--- src/hw/rtl/olist_pkg.sv ---
// Package: action and status codes, payload types and the cell command struct.
package olist_pkg;

   localparam int ACTION_W   = 3;
   localparam int VALUE_W    = 32;
   localparam int POSITION_W = 4;
   localparam int STATUS_W   = 2;
   localparam int COUNT_W    = 5;

   typedef logic [ACTION_W-1:0]          action_type;
   typedef logic signed [VALUE_W-1:0]    value_type;
   typedef logic [POSITION_W-1:0]        position_type;
   typedef logic [STATUS_W-1:0]          status_type;
   typedef logic [COUNT_W-1:0]           count_type;

   localparam action_type ACT_INS_HEAD = 3'd0;
   localparam action_type ACT_INS_TAIL = 3'd1;
   localparam action_type ACT_RM_HEAD  = 3'd2;
   localparam action_type ACT_RM_TAIL  = 3'd3;
   localparam action_type ACT_RM_INDEX = 3'd4;
   localparam action_type ACT_GET      = 3'd5;
   localparam action_type ACT_RM_VALUE = 3'd6;
   localparam action_type ACT_CLEAR    = 3'd7;

   localparam status_type ST_OK   = 2'd0;
   localparam status_type ST_MISS = 2'd1;
   localparam status_type ST_FULL = 2'd2;

   // Command broadcast to every cell of the chain
   typedef struct packed {
      logic         go;
      action_type   action;
      value_type    value;
      position_type position;
   } cmd_type;

   // Per-cell view of the list occupancy
   typedef struct packed {
      logic in_list;
      logic at_tail;
   } cell_ctl_type;

endpackage

--- src/hw/rtl/olist_if.sv ---
// Interfaces: request and response channels of the ordered list engine.
interface olist_req_if;
   logic                    valid;
   logic                    ready;
   olist_pkg::action_type   action;
   olist_pkg::value_type    value;
   olist_pkg::position_type position;

   modport source (output valid, action, value, position, input ready);
   modport sink   (input valid, action, value, position, output ready);
endinterface

interface olist_rsp_if;
   logic                  valid;
   logic                  ready;
   olist_pkg::status_type status;
   olist_pkg::value_type  data;
   olist_pkg::count_type  count;

   modport source (output valid, status, data, count, input ready);
   modport sink   (input valid, status, data, count, output ready);
endinterface

--- src/hw/rtl/olist_cell.sv ---
// List cell: holds one entry, shifts toward head or tail and matches by value.
module olist_cell #(
   parameter int INDEX = 0
) (
   input  logic                    clock,
   input  olist_pkg::cmd_type      cmd,
   input  olist_pkg::cell_ctl_type ctl,
   input  olist_pkg::value_type    left_data,
   input  olist_pkg::value_type    right_data,
   input  logic                    found_in,
   output logic                    found_out,
   output olist_pkg::value_type    data
);

   localparam logic [olist_pkg::POSITION_W-1:0] IDX_LO = INDEX[olist_pkg::POSITION_W-1:0];
   localparam bit BEYOND_POS = (INDEX >= (1 << olist_pkg::POSITION_W));

   olist_pkg::value_type data_ff, data_in;
   logic hit;
   logic at_or_after_pos;

   // Match only live entries; pass the first-match flag down the chain
   assign hit       = ctl.in_list && (data_ff == cmd.value);
   assign found_out = found_in || hit;
   assign at_or_after_pos = BEYOND_POS || (IDX_LO >= cmd.position);

   // Pick the next entry for this cell
   always_comb begin
      data_in = data_ff;
      if (cmd.go) begin
         unique case (cmd.action)
            olist_pkg::ACT_INS_HEAD: data_in = left_data;
            olist_pkg::ACT_INS_TAIL: if (ctl.at_tail) data_in = cmd.value;
            olist_pkg::ACT_RM_HEAD:  data_in = right_data;
            olist_pkg::ACT_RM_INDEX: if (at_or_after_pos) data_in = right_data;
            olist_pkg::ACT_RM_VALUE: if (found_out) data_in = right_data;
            default:                 data_in = data_ff;
         endcase
      end
   end

   always_ff @(posedge clock) begin
      data_ff <= data_in;
   end

   assign data = data_ff;

endmodule

--- src/hw/rtl/ordered_list_engine_top.sv ---
// Top level: ordered list engine built as a chain of entry cells.
//
// Ordered list of up to DEPTH signed 32-bit values, index 0 at the head.
// The req channel carries one action per item (insert head/tail, remove
// head/tail/at position/by value, read at position, clear) with its value
// and position. The rsp channel returns exactly one item per request: a
// status, a data word and the entry count after the action.
// Every cell of the chain compares and shifts in the same cycle, so an
// action completes at once: its result is registered and appears on
// rsp in the cycle after the request is taken. A new request is taken in
// every cycle in which the result register is empty or being drained, so
// sustained throughput is one item per cycle. Remove-by-value resolves the
// first match through a found flag passed from cell to cell along the chain.
// When the receiver stalls, the result holds on rsp and req.ready stays low
// until it is taken. Reset (synchronous, active high) empties the list and
// drops any pending result; entry storage is not cleared and needs no
// clearing pass.
module ordered_list_engine_top #(
   parameter int DEPTH = 16
) (
   input logic        clock,
   input logic        reset,
   olist_req_if.sink  req,
   olist_rsp_if.source rsp
);

   localparam int CW   = $clog2(DEPTH + 1);
   localparam int RD_N = (DEPTH < 16) ? DEPTH : 16;

   typedef logic [CW-1:0] cnt_type;

   cnt_type count_ff, count_in;
   logic    rsp_valid_ff, rsp_valid_in;
   olist_pkg::status_type status_ff, status_in;
   olist_pkg::value_type  data_ff, data_in;
   olist_pkg::count_type  rcount_ff;

   logic accept;
   logic list_full, list_empty, pos_miss, value_found, ok;
   olist_pkg::value_type read_data;
   olist_pkg::cmd_type cmd;
   olist_pkg::value_type entry [DEPTH];
   logic [DEPTH:0] found;
   logic [CW+4:0] count_wide;

   assign req.ready = !rsp_valid_ff || rsp.ready;
   assign accept    = req.valid && req.ready;

   assign list_full  = (count_ff == CW'(DEPTH));
   assign list_empty = (count_ff == '0);
   assign pos_miss   = ({{CW{1'b0}}, req.position} >= {{olist_pkg::POSITION_W{1'b0}}, count_ff});
   assign value_found = found[DEPTH];

   // Decide whether the action succeeds
   always_comb begin
      unique case (req.action)
         olist_pkg::ACT_INS_HEAD, olist_pkg::ACT_INS_TAIL: ok = !list_full;
         olist_pkg::ACT_RM_HEAD,  olist_pkg::ACT_RM_TAIL:  ok = !list_empty;
         olist_pkg::ACT_RM_INDEX, olist_pkg::ACT_GET:      ok = !pos_miss;
         olist_pkg::ACT_RM_VALUE:                          ok = value_found;
         default:                                          ok = 1'b1;
      endcase
   end

   assign cmd.go       = accept && ok;
   assign cmd.action   = req.action;
   assign cmd.value    = req.value;
   assign cmd.position = req.position;

   // Build the chain of cells
   assign found[0] = 1'b0;
   for (genvar i = 0; i < DEPTH; i++) begin : g_cell
      olist_pkg::cell_ctl_type ctl;
      olist_pkg::value_type    left_d, right_d;
      assign ctl.in_list = (CW'(i) < count_ff);
      assign ctl.at_tail = (CW'(i) == count_ff);
      if (i == 0) begin : g_head
         assign left_d = req.value;
      end else begin : g_mid
         assign left_d = entry[i-1];
      end
      if (i == DEPTH - 1) begin : g_tail
         assign right_d = entry[i];
      end else begin : g_body
         assign right_d = entry[i+1];
      end
      olist_cell #(.INDEX(i)) u_cell (
         .clock      (clock),
         .cmd        (cmd),
         .ctl        (ctl),
         .left_data  (left_d),
         .right_data (right_d),
         .found_in   (found[i]),
         .found_out  (found[i+1]),
         .data       (entry[i])
      );
   end

   // Select the entry addressed by position
   always_comb begin
      read_data = '0;
      for (int i = 0; i < RD_N; i++) begin
         if (req.position == olist_pkg::POSITION_W'(i)) read_data = entry[i];
      end
   end

   // Work out the new count and the result word
   always_comb begin
      count_in  = count_ff;
      status_in = olist_pkg::ST_OK;
      data_in   = '0;
      unique case (req.action)
         olist_pkg::ACT_INS_HEAD, olist_pkg::ACT_INS_TAIL: begin
            if (ok) begin
               count_in = count_ff + CW'(1);
               data_in  = req.value;
            end else begin
               status_in = olist_pkg::ST_FULL;
            end
         end
         olist_pkg::ACT_RM_HEAD, olist_pkg::ACT_RM_TAIL, olist_pkg::ACT_RM_INDEX: begin
            if (ok) begin
               count_in = count_ff - CW'(1);
               data_in  = olist_pkg::VALUE_W'(count_in);
            end else begin
               status_in = olist_pkg::ST_MISS;
            end
         end
         olist_pkg::ACT_GET: begin
            if (ok) data_in = read_data;
            else    status_in = olist_pkg::ST_MISS;
         end
         olist_pkg::ACT_RM_VALUE: begin
            if (ok) begin
               count_in = count_ff - CW'(1);
               data_in  = req.value;
            end else begin
               status_in = olist_pkg::ST_MISS;
            end
         end
         default: count_in = '0;
      endcase
   end

   assign rsp_valid_in = accept || (rsp_valid_ff && !rsp.ready);
   assign count_wide   = {5'b0, count_in};

   // Advance control state
   always_ff @(posedge clock) begin
      if (reset) begin
         count_ff     <= '0;
         rsp_valid_ff <= 1'b0;
      end else begin
         rsp_valid_ff <= rsp_valid_in;
         if (accept) count_ff <= count_in;
      end
   end

   // Hold the result until it is taken
   always_ff @(posedge clock) begin
      if (accept) begin
         status_ff <= status_in;
         data_ff   <= data_in;
         rcount_ff <= count_wide[4:0];
      end
   end

   assign rsp.valid  = rsp_valid_ff;
   assign rsp.status = status_ff;
   assign rsp.data   = data_ff;
   assign rsp.count  = rcount_ff;

   // Checks
   a_count_bound: assert property (@(posedge clock) disable iff (reset)
      count_ff <= CW'(DEPTH))
      else $error("list count beyond depth");

   a_reset_empty: assert property (@(posedge clock)
      reset |=> (!rsp_valid_ff && count_ff == '0))
      else $error("reset left a result or entries");

   a_full_insert: assert property (@(posedge clock) disable iff (reset)
      (accept && list_full && (req.action == olist_pkg::ACT_INS_HEAD ||
       req.action == olist_pkg::ACT_INS_TAIL))
      |=> (status_ff == olist_pkg::ST_FULL && count_ff == $past(count_ff)))
      else $error("insert into full list not refused");

   a_rm_tail: assert property (@(posedge clock) disable iff (reset)
      (accept && !list_empty && req.action == olist_pkg::ACT_RM_TAIL)
      |=> (count_ff == $past(count_ff) - CW'(1)))
      else $error("remove tail did not shrink list");

endmodule

--- src/flat_wrapper.sv ---
// flat-port wrapper written by rule: the top's interface ports become plain ports
module ordered_list_engine_top_flat 
#(
   parameter int DEPTH = 16
)
  (clock, reset, req_valid, req_action, req_value, req_position, req_ready, rsp_valid, rsp_status, rsp_data, rsp_count, rsp_ready);
  olist_req_if req_i ();
  olist_rsp_if rsp_i ();
  input logic clock;
  input logic reset;
  input wire logic [$bits(req_i.valid)-1:0] req_valid;
  input wire logic [$bits(req_i.action)-1:0] req_action;
  input wire logic [$bits(req_i.value)-1:0] req_value;
  input wire logic [$bits(req_i.position)-1:0] req_position;
  output wire logic [$bits(req_i.ready)-1:0] req_ready;
  output wire logic [$bits(rsp_i.valid)-1:0] rsp_valid;
  output wire logic [$bits(rsp_i.status)-1:0] rsp_status;
  output wire logic [$bits(rsp_i.data)-1:0] rsp_data;
  output wire logic [$bits(rsp_i.count)-1:0] rsp_count;
  input wire logic [$bits(rsp_i.ready)-1:0] rsp_ready;
  assign req_i.valid = req_valid;
  assign req_i.action = req_action;
  assign req_i.value = req_value;
  assign req_i.position = req_position;
  assign req_ready = req_i.ready;
  assign rsp_valid = rsp_i.valid;
  assign rsp_status = rsp_i.status;
  assign rsp_data = rsp_i.data;
  assign rsp_count = rsp_i.count;
  assign rsp_i.ready = rsp_ready;
  ordered_list_engine_top #(.DEPTH(DEPTH)) u_core (.clock(clock), .reset(reset), .req(req_i), .rsp(rsp_i));
endmodule
--- config.mk ---
export PLATFORM = sky130hd
export DESIGN_NAME = ordered_list_engine_top_flat
export DESIGN_NICKNAME = d
export VERILOG_FILES = /design/src/hw/rtl/olist_pkg.sv /design/src/hw/rtl/olist_if.sv /design/src/hw/rtl/olist_cell.sv /design/src/hw/rtl/ordered_list_engine_top.sv /design/src/flat_wrapper.sv
export SDC_FILE = /design/constraint.sdc
export NUM_CORES = 1
export LEC_CHECK = 0
export ABC_AREA = 1
export BUFFER_PORTS_ARGS = -buffer_cell sky130_fd_sc_hd__buf_2
export CAP_MARGIN = 20
export CORE_ASPECT_RATIO = 1.5
export CORE_MARGIN = 8
export CORE_UTILIZATION = 40
export DETAILED_ROUTE_END_ITERATION = 8
export SETUP_SLACK_MARGIN = 0.5
export SYNTH_ARGS = -nofsm -noshare
export SYNTH_HDL_FRONTEND = slang
export SYNTH_SLANG_ARGS = --single-unit
--- constraint.sdc ---
create_clock -name clock -period 14.4 [get_ports clock]
set_clock_uncertainty 0.15 [all_clocks]
set_input_delay 4.32 -clock clock [delete_from_list [all_inputs] [get_ports clock]]
set_output_delay 4.32 -clock clock [all_outputs]
set_load 0.02 [all_outputs]
## Word level (Yosys, flattened, before mapping)

Cells that the tools add are included.

- Output and inout bits: 41
- Word-level logic and storage cells: 312
- Input port bits: 43
- Bits in registers: 557

- Eq/ne operators: 99
- $lt $le $gt $ge: 32
- Mux-type cells: 89
- Reduce and logical (&&, ||, !) cells: 69
- $add $sub $neg: 2

Operators by type and width:

| operator | number |
|---|---|
| 32-bit one-hot mux with 5 select lines | 15 |
| 32-bit two-way mux | 64 |
| 32-bit equality test | 16 |
| 32-bit one-hot mux with 3 select lines | 1 |
| 5-bit AND reduction | 15 |
| 32-bit one-hot mux with 2 select lines | 1 |
| 2-bit inequality test (second input constant) | 30 |
| 4-bit by 5-bit equality test with 1-bit output (first input constant) | 8 |
| 4-bit by 5-bit < comparator with 1-bit output (first input constant) | 8 |
| 4-bit equality test (second input constant) | 8 |
| 2-bit by 1-bit inequality test with 1-bit output (second input constant) | 16 |
| 4-bit >= comparator (first input constant) | 7 |
| 3-bit by 5-bit equality test with 1-bit output (first input constant) | 4 |
| 3-bit by 5-bit < comparator with 1-bit output (first input constant) | 4 |
| 1-bit logical AND | 19 |
| 1-bit logical OR | 17 |
| 4-bit by 3-bit equality test with 1-bit output (second input constant) | 4 |
| 3-bit by 4-bit >= comparator with 1-bit output (first input constant) | 4 |
| 5-bit two-way mux | 3 |
| 5-bit one-hot mux with 3 select lines | 1 |
| 2-bit by 5-bit equality test with 1-bit output (first input constant) | 2 |
| 1-bit by 5-bit < comparator with 1-bit output (first input constant) | 2 |
| 2-bit by 5-bit < comparator with 1-bit output (first input constant) | 2 |
| 3-bit equality test (second input constant) | 3 |
| 26 further kinds | 37 |

## Longest topological paths before layout

Gate-level depths: netlist of run 1.

- Depth in word-level cells: 20
- Depth in mapped cells: 25
- Mapped depth without buffers: 23

## Cells and area by module

A second synthesis of run 1 with hierarchy kept.

- Cell total of the unflattened synthesis: 6097
- Area total of the unflattened synthesis: 42385.7 um^2

By module, submodules not included:

| module | sequential area each (um^2) | cells an instance | area each (um^2) | times used |
|---|---|---|---|---|
| ordered_list_engine_top | 1291.2 | 1371 | 7241.9 | 1 |
| olist_cell at u_core.g_cell[6].u_cell ... | 960.9 | 296 | 2177.1 | 2 |
| olist_cell at u_core.g_cell[14].u_cell ... | 960.9 | 296 | 2172.1 | 2 |
| olist_cell at u_core.g_cell[15].u_cell | 960.9 | 299 | 2275.9 | 1 |
| olist_cell at u_core.g_cell[11].u_cell | 960.9 | 295 | 2229.6 | 1 |
| olist_cell at u_core.g_cell[13].u_cell | 960.9 | 294 | 2229.6 | 1 |
| olist_cell at u_core.g_cell[10].u_cell | 960.9 | 292 | 2228.4 | 1 |
| olist_cell at u_core.g_cell[4].u_cell | 960.9 | 297 | 2202.1 | 1 |
| olist_cell at u_core.g_cell[7].u_cell | 960.9 | 298 | 2193.4 | 1 |
| olist_cell at u_core.g_cell[2].u_cell | 960.9 | 295 | 2190.9 | 1 |
| olist_cell at u_core.g_cell[12].u_cell | 960.9 | 291 | 2189.6 | 1 |
| olist_cell at u_core.g_cell[3].u_cell | 960.9 | 293 | 2180.8 | 1 |
| olist_cell at u_core.g_cell[5].u_cell | 960.9 | 294 | 2178.3 | 1 |
| olist_cell at u_core.g_cell[9].u_cell | 960.9 | 298 | 2175.8 | 1 |
| olist_cell at u_core.g_cell[0].u_cell | 960.9 | 296 | 2170.8 | 1 |

## Worst setup path after synthesis of run 1

Ideal clock, no wire load.

- Path type: input -> register
- Start: input port req_value[27]
- End: register u_core.g_cell[8].u_cell.data_ff[0], enable pin
- Required time: 13.655 ns
- Path buffers: 2
- Cell stages on the path: 14
- Setup time: 0.595 ns
- Setup slack: 2.829 ns
- Arrival: 10.827 ns
- Path through: buf_6 > buf_6 > xor2_1 > nor3_1 > nand3_2 > nor2_1 > nor2_2 > nand3_2 > nor2_4 > nand4_2 > nand2_2 > nand3_2 > nand2_1 > a2111oi_0

- Word-level cells in the longest chain between the ends: 20
- Elaborated cells between the ends (all ways): 51
- Those cells by class: eq/ne: 17; mux: 1; reduce/logical: 33

Ends and longest elaborated chain:

| item | line | source |
|---|---|---|
| start: declaration | flat_wrapper.sv:13 | `input wire logic [$bits(req_i.value)-1:0] req_value;` |
| 32-bit equality test | olist_cell.sv:23 | `assign hit = ctl.in_list && (data_ff == cmd.value);` |
| 1-bit logical AND | olist_cell.sv:23 |  |
| 1-bit logical OR (15 in a row) | olist_cell.sv:24 | `assign found_out = found_in \|\| hit;` |
| 1-bit one-hot mux with 4 select lines | ordered_list_engine_top.sv:56 | `unique case (req.action)` |
| 1-bit logical AND | ordered_list_engine_top.sv:65 | `assign cmd.go = accept && ok;` |
| 5-bit AND reduction (no line) * | n/a |  |
| end signal: assignment | olist_cell.sv:43 | `data_ff <= data_in;` |
| end: declaration | olist_cell.sv:18 | `olist_pkg::value_type data_ff, data_in;` |

Mark *: on every way between the ends. The rest lies on a longest branch, timed or not.
A chain may end at the register's enable or synchronous reset.

## Worst setup path after layout of run 1

- Start: input port rsp_ready
- End: output port req_ready

- Word-level cells in the longest chain between the ends: 1

Ends and longest elaborated chain:

| item | line | source |
|---|---|---|
| start: declaration | flat_wrapper.sv:20 | `input wire logic [$bits(rsp_i.ready)-1:0] rsp_ready;` |
| 1-bit logical OR | ordered_list_engine_top.sv:46 | `assign req.ready = !rsp_valid_ff \|\| rsp.ready;` |
| end: declaration | flat_wrapper.sv:15 | `output wire logic [$bits(req_i.ready)-1:0] req_ready;` |

No other way between the ends.

==> key figures, run 1 <==
Outcome
  – Status: finished clean

Hold path
  – HP Class: flop to flop
  – WHS Path Cells: 2
  – Worst Hold End: u_core.rsp.valid
  – HP Start: u_core.rsp.valid

Drt
  – Via count: 34,543
  – Starting DRT DRC Count: 5,746
  – Remaining DRCs: 0
  – DR WL/cell: roughly 34 um
  – DR pass1 iterations: 6
  – WL final: around 180,000 um
  – Vias/cell: 6.45
  – Routed Antenna Nets: 0

Layout
  – Area Overhead vs Synth: 7.77%
  – Design Area, Final: 38,800 um^2
  – Final layout net count: approximately 4,200
  – Final Core Density: 43.2%
  – Seq. cell area: 16,700 um^2
  – Post-route insts no fill: about 5,400
  – Layout cells sized above 1: a little over 7%
  – Filler cells: approximately 9,100
  – Most common cell after layout, fill and taps aside: nand2_1
  – Highest-count cells in the layout ignoring fill and taps: 977 x nand2_1, 588 x inv_1, 551 x edfxtp_1, 453 x o221ai_1, 302 x nor2_1
  – Multi-input gate area: 15,600 um^2

Floorplan
  – I/O Pins: 84
  – Starting Density: approximately 40%
  – Die width: roughly 260 um
  – Die area: ~100,000 um^2
  – Cell Rows: 135
  – Core ar.: around 90,000 um^2
  – Die Ht: around 380 um

Logic synthesis
  – Post-synth design cell area: roughly 36,000 um^2
  – Post-synth EDFFs: approximately 550
  – Sequential fraction of the synthesis area: about 46%
  – Synth Instances: roughly 4,200
  – Yosys reg bits: about 560
  – Top-area cell type share of the netlist area: a little under half
  – Top cells by area, synth: edfxtp_1 46%, o221ai_1 11%, nand2_1 10%
  – Synth async-reset ratio: 0%
  – Main flop type after synthesis: edfxtp_1
  – Number of distinct library cells after synthesis: 55
  – Mapped Nets: between 4,000 and 5,000
  – Avg Inst Size Synth: ~8.5 um^2
  – YS warnings: 0
  – Yosys top cell by area: edfxtp_1

Clocking
  – Post-CTS Setup Bufs: 0
  – Clock Sinks: around 560
  – Post-CTS Resized: 0
  – Root Buffer: clkbuf_16
  – Inserted Clock Buffers: 57
  – Clk buf depth: 3
  – Clk_lat worst skew: 670 ps
  – CTS tree: done
  – Clock Pin Slew Worst Setup and Hold Paths: roughly 70 ps
  – H-tree levels: 2
  – # hold bufs at CTS: 0

STA
  – Max Transition Viols Final: 0
  – Setup TNS: 0 ps
  – Tightest Pin Transition: roughly 1300 ps
  – Endpoints failing hold: 0
  – RSZ-0062 raised after global routing: no
  – Final setup violation count: 0
  – Worst rel slew slack: 11.6%
  – Max frequency: approximately 0.11 GHz
  – Tmin final: between 9000 and 10,000 ps
  – Final Cycle Share: approximately 64%

Pwr
  – Total Power: ~4.4 mW
  – P_sw: 1.39 mW
  – Int Power: around 3.0 mW
  – Static Leak: approximately 15 nW
  – Clock share of power: 35.9%
  – Maximum VDD drop: 90.9 uV
  – Switching fraction of total power: 32.0%
  – Pwr/cell area: 112 nW/um^2
  – Combinational power share: 19.3%
  – Seq pwr share: 44.8%

Setup path
  – Crit end category: output pin
  – CP Class: input port to output pin
  – Worst R2R Start: u_core.count_ff[4]
  – FF-to-FF setup slack: approximately 9200 ps
  – Worst Path Max Fanout: 3
  – Reg2Reg Depth: 14
  – Required time worst endpoint: between 9000 and 10,000 ps
  – RR Endpoint: u_core.g_cell[15].u_cell.data[14]
  – Arr. time, crit path: ~4700 ps
  – Setup crit start kind: input port

Placement
  – DP HPWL: approximately 130,000 um
  – DP Area: ~37,000 um^2
  – Number of cells after detailed placement: approximately 5,200
  – Final GP Congestion: 1.12
  – PortBufs: just over 80

Flow run
  – Maxcap violations: 0

Global routing
  – Total GRT Usage: 35.0%
  – Total congestion overflow: 0
  – Global-route wire length before repair: about 250,000 um
  – Vias in the first global route: 32,284
  – Initial antenna violation count: 9
  – Largest net degree at the start of global routing: 216
## area by class of cell
type | instances | share of cell area, %
flip-flops and latches | 557 | 42.9
multi-input cells | 2751 | 40.1
inverters | 624 | 6.07
clock buffers | 73 | 3.94
well taps | 1164 | 3.75
repair buffers | 148 | 2.44
clock inverters | 31 | 0.780
diodes | 5 | 0.0322
## flip-flops by register name, summed over array words and instances, names as in the netlist
name	flops
u_core.g_cell.u_cell.data	512
u_core.rsp.data	32
u_core.count_ff	5
u_core.rsp.count	5
u_core.rsp.status	2
u_core.rsp.valid	1
## synth_stat cells (61+ instances only)
| cell type | count |
|---|---|
| a21oi_1 | 173 |
| clkbuf_1 | 167 |
| edfxtp_1 | 551 |
| inv_1 | 588 |
| nand2_1 | 979 |
| nand4_1 | 61 |
| nor2_1 | 311 |
| o21ai_0 | 187 |
| o221ai_1 | 453 |
| o22ai_1 | 103 |
| xnor2_1 | 139 |
| xor2_1 | 67 |
## per-stage QoR
step           setup WS (ps)  hold WS (ps)
2_1_floorplan           2830           452
3_3_place_gp            4990           350
3_5_place_dp            4920           363
4_1_cts                 5240           371
5_1_grt                 5210           400
6_report                5240           365
## power by group through the flow
stage,combinational [mW],sequential (mW),clock [mW]
floorplan,0.480,1.98,0
global placement,0.790,1.98,0
detailed placement,0.796,1.98,0
CTS,0.798,1.95,1.56
global route,0.871,1.95,1.60
finish,0.842,1.95,1.56
## worst max path at each step
stage	from	to
floorplan	req_value[27]	u_core.g_cell[8].u_cell.data[0]
CTS	rsp_ready	req_ready
finish	rsp_ready	req_ready
global placement	req_value[24]	u_core.g_cell[15].u_cell.data[14]
global route	rsp_ready	req_ready
detailed placement	req_value[24]	u_core.g_cell[15].u_cell.data[26]
## critical path, cell delays in order
cell and delay [ps]:
buf_2 90, inv_1 40, nand2_1 70, buf_2 170
## logic make-up (layout without fill, tap and decap cells)
| logic type | count (synthesis) | count (layout) | synth area share, % |
|---|---|---|---|
| flops | 557 | 557 | 46.2 |
| fa+ha+maj | 10 | 10 | 0.347 |
| other cells | 0 | 5 | 0 |
| simple gates | 1475 | 1475 | 16.6 |
| buf+inv | 913 | 876 | 11.0 |
| compound gates | 1060 | 1060 | 20.8 |
| xor+xnor | 206 | 206 | 5.01 |
## layer usage
layer  wire (um)  GRT usage (%)
met3       16200           5.82
met1       59700           39.2
met5           0              0
met4       23600           35.9
met2       80600           54.9
Note: power is estimated with default switching activity, not from simulation.
==> run 2: changes to the inputs <==
clock period = 7.4 ns   (was 14.4 ns; I/O delays follow)
==> run 2 against run 1 <==
Compared with the run above: worst hold slack got worse by 19 ps; first-iteration DRC count fell by 3.5%; wire length rose by 4.1%; non-clock buffer count rose by 47; sequential power rose by 95%; clock-buffer cell count rose by 3; sequential share of layout area fell by 0.76 points; clock power rose by 98%; global-route usage rose by 1.5 points; via count rose by 1.7%; critical path type is now input port to flop; largest cell class unchanged.
==> key figures, run 2 (same netlist as run 1, synthesis figures left out) <==
Setup path
  – Worst Path Max Fanout: 20 (was 3)
  – Setup crit start kind: input port (unchanged)
  – FF-to-FF setup slack: 2870 ps (was 9240 ps)
  – Arr. time, crit path: 6650 ps (was 4690 ps)
  – CP Cell Sequence: buf_2, clkinv_1, nand2_1, nand4_1, nor2_1, nand3_1, nor2_1, nor2_2, nand3_2, nor2_4, nand4_2, nand2_2, nand3_2, nand2_1, buf_12, a2111oi_2, buf_4, buf_12 (was buf_2, inv_1, nand2_1, buf_2)
  – Reg2Reg Depth: 16 (was 14)
  – Required time worst endpoint: 7620 ps (was 9930 ps)
  – CP Class: input port to flop (was input port to output pin)
  – Crit end category: flop (was output pin)
  – Slowest stage delay, CP: 930 ps (was 170 ps)
  – RR Endpoint: u_core.g_cell[11].u_cell.data[27] (was u_core.g_cell[15].u_cell.data[14])
  – Slowest CP cell: clkinv_1 (was buf_2)
  – Worst R2R Start: u_core.count_ff[2] (was u_core.count_ff[4])

Pwr
  – Switching fraction of total power: 32.2% (was 32.0%)
  – Pwr/cell area: 217 nW/um^2 (was 112 nW/um^2)
  – Seq pwr share: 44.2% (was 44.8%)
  – Clock share of power: 36.0% (was 35.9%)
  – Maximum VDD drop: 188 uV (was 90.9 uV)
  – P_sw: 2.76 mW (was 1.39 mW)
  – Combinational power share: 19.8% (was 19.3%)
  – Int Power: 5.83 mW (was 2.96 mW)
  – Static Leak: 15.7 nW (was 15.4 nW)

Hold path
  – WHS Path Cells: 2 (unchanged)
  – HP Class: flop to flop (unchanged)
  – HP Start: u_core.rsp.valid (unchanged)
  – Worst Hold End: u_core.rsp.valid (unchanged)

Layout
  – Filler cells: 9,076 (was 9,051)
  – Most common cell after layout, fill and taps aside: nand2_1 (unchanged)
  – Post-route insts no fill: 5,402 (was 5,353)
  – Layout cells sized above 1: 8.36% (was 7.27%)
  – Final layout net count: 4,241 (was 4,192)
  – Highest-count cells in the layout ignoring fill and taps: 976 x nand2_1, 588 x inv_1, 551 x edfxtp_1, 453 x o221ai_1, 302 x nor2_1 (was 977 x nand2_1, 588 x inv_1, 551 x edfxtp_1, 453 x o221ai_1, 302 x nor2_1)
  – Area Overhead vs Synth: 9.72% (was 7.77%)
  – Max FFs per register: 512 (unchanged)
  – Final Core Density: 44.0% (was 43.2%)

Placement
  – Number of cells after detailed placement: 5,288 (was 5,236)
  – DP HPWL: 139,000 um (was 133,000 um)
  – Final GP Congestion: 1.12 (about the same)
  – PortBufs: 83 (unchanged)

STA
  – Final setup violation count: 0 (unchanged)
  – Final Cycle Share: roughly 87%
  – Setup TNS: 0 ps (unchanged)
  – Worst rel slew slack: 11.0% (was 11.6%)
  – Max frequency: roughly 0.16 GHz
  – Endpoints failing hold: 0 (unchanged)
  – Max Transition Viols Final: 0 (unchanged)
  – RSZ-0062 raised after global routing: no (unchanged)
  – Tmin final: approximately 6400 ps
  – Hold Slack: 346 ps (was 365 ps)
  – Tightest Pin Transition: 1330 ps (was 1320 ps)

Global routing
  – Total congestion overflow: 0 (unchanged)
  – Initial antenna violation count: 11 (was 9)
  – Largest net degree at the start of global routing: 210 (was 216)
  – Global-route wire length before repair: 257,000 um (was 248,000 um)
  – Vias in the first global route: 32,670 (was 32,284)
  – Total GRT Usage: 36.5% (was 35.0%)

Drt
  – Starting DRT DRC Count: 5,546 (was 5,746)
  – Remaining DRCs: 0 (unchanged)
  – Vias/cell: 6.50 (was 6.45)
  – DR pass1 iterations: 7 (was 6)
  – Routed Antenna Nets: 0 (unchanged)
  – WL final: 188,000 um (was 180,000 um)
  – Via count: 35,138 (was 34,543)
  – DR WL/cell: 34.7 um (was 33.7 um)

Clocking
  – CTS tree: done (unchanged)
  – Inserted Clock Buffers: 59 (was 57)
  – Clk_lat worst skew: 670 ps (about the same)
  – H-tree levels: 2 (unchanged)
  – Post-CTS Resized: 0 (unchanged)
  – # hold bufs at CTS: 0 (unchanged)
  – Clock Pin Slew Worst Setup and Hold Paths: 60 ps (was 70 ps)
  – Clock Sinks: 557 (unchanged)
  – Root Buffer: clkbuf_16 (unchanged)
  – Clk buf depth: 3 (unchanged)
  – Post-CTS Setup Bufs: 0 (unchanged)

Outcome
  – Status: finished clean (unchanged)

Floorplan
  – Die area: 100,000 um^2 (unchanged)
  – I/O Pins: 84 (unchanged)
  – Die width: 261 um (unchanged)
  – Core ar.: 89,900 um^2 (unchanged)
  – Die Ht: 384 um (unchanged)
  – Cell Rows: 135 (unchanged)
  – Starting Density: 40.1% (unchanged)

Flow run
  – Maxcap violations: 0 (unchanged)
[run 2: worst max-delay path by stage]
stage                       start                               end  slack [ps]  cells after the start
global placement    req_value[24]  u_core.g_cell[2].u_cell.data[21]         720                     18
finish              req_value[24]  u_core.g_cell[2].u_cell.data[14]         960                     18
global route        req_value[24]  u_core.g_cell[2].u_cell.data[14]         960                     18
detailed placement  req_value[24]  u_core.g_cell[2].u_cell.data[21]         760                     18
CTS                 req_value[24]  u_core.g_cell[2].u_cell.data[23]        1440                     18
floorplan           req_value[27]  u_core.g_cell[13].u_cell.data[0]        -480                     14
[run 2: routing by layer]
layer / wire length, um / GRT usage, % / up-vias
met3: 16900 / 6.19 / 703
met4: 24200 / 36.7 / 10
met5: 58 / 0 / -
met2: 83400 / 57.0 / 2657
met1: 63000 / 41.2 / 16887
li1: - / - / 14881
[run 2: critical path: cells and delay by family]
family          cells  cell delay [ps]
compound gates      1              340
buf+inv             5             2020
simple gates       12             2010
[run 2: final cells by class]
type / count / area (um^2) / share of cell area (%)
antenna: 2 / 5.00 / 0.0127
clock buffer: 76 / 1560 / 3.95
clock inverter: 33 / 328 / 0.829
inverter: 624 / 2360 / 5.96
multi-input combinational: 2751 / 15600 / 39.4
sequential: 557 / 16700 / 42.1
tap: 1164 / 1460 / 3.68
timing repair buffer: 195 / 1590 / 4.02
[run 2: per-stage QoR]
step                power (mW)  setup slack (ps)  cell area (um^2)
finish                    8.59               961             39500
floorplan                 4.78              -476             36100
detailed placement        5.48               759             37600
CTS                       8.51              1440             39500
global placement          5.46               717             37600
global route              8.76               964             39500
[run 2: power by group through the flow]
| stage | Sequential, mW | Clock, mW | Combinational [mW] |
|---|---|---|---|
| floorplan | 3.85 | 0 | 0.935 |
| global placement | 3.86 | 0 | 1.61 |
| detailed placement | 3.86 | 0 | 1.62 |
| CTS | 3.79 | 3.09 | 1.62 |
| global route | 3.81 | 3.19 | 1.76 |
| finish | 3.80 | 3.09 | 1.70 |
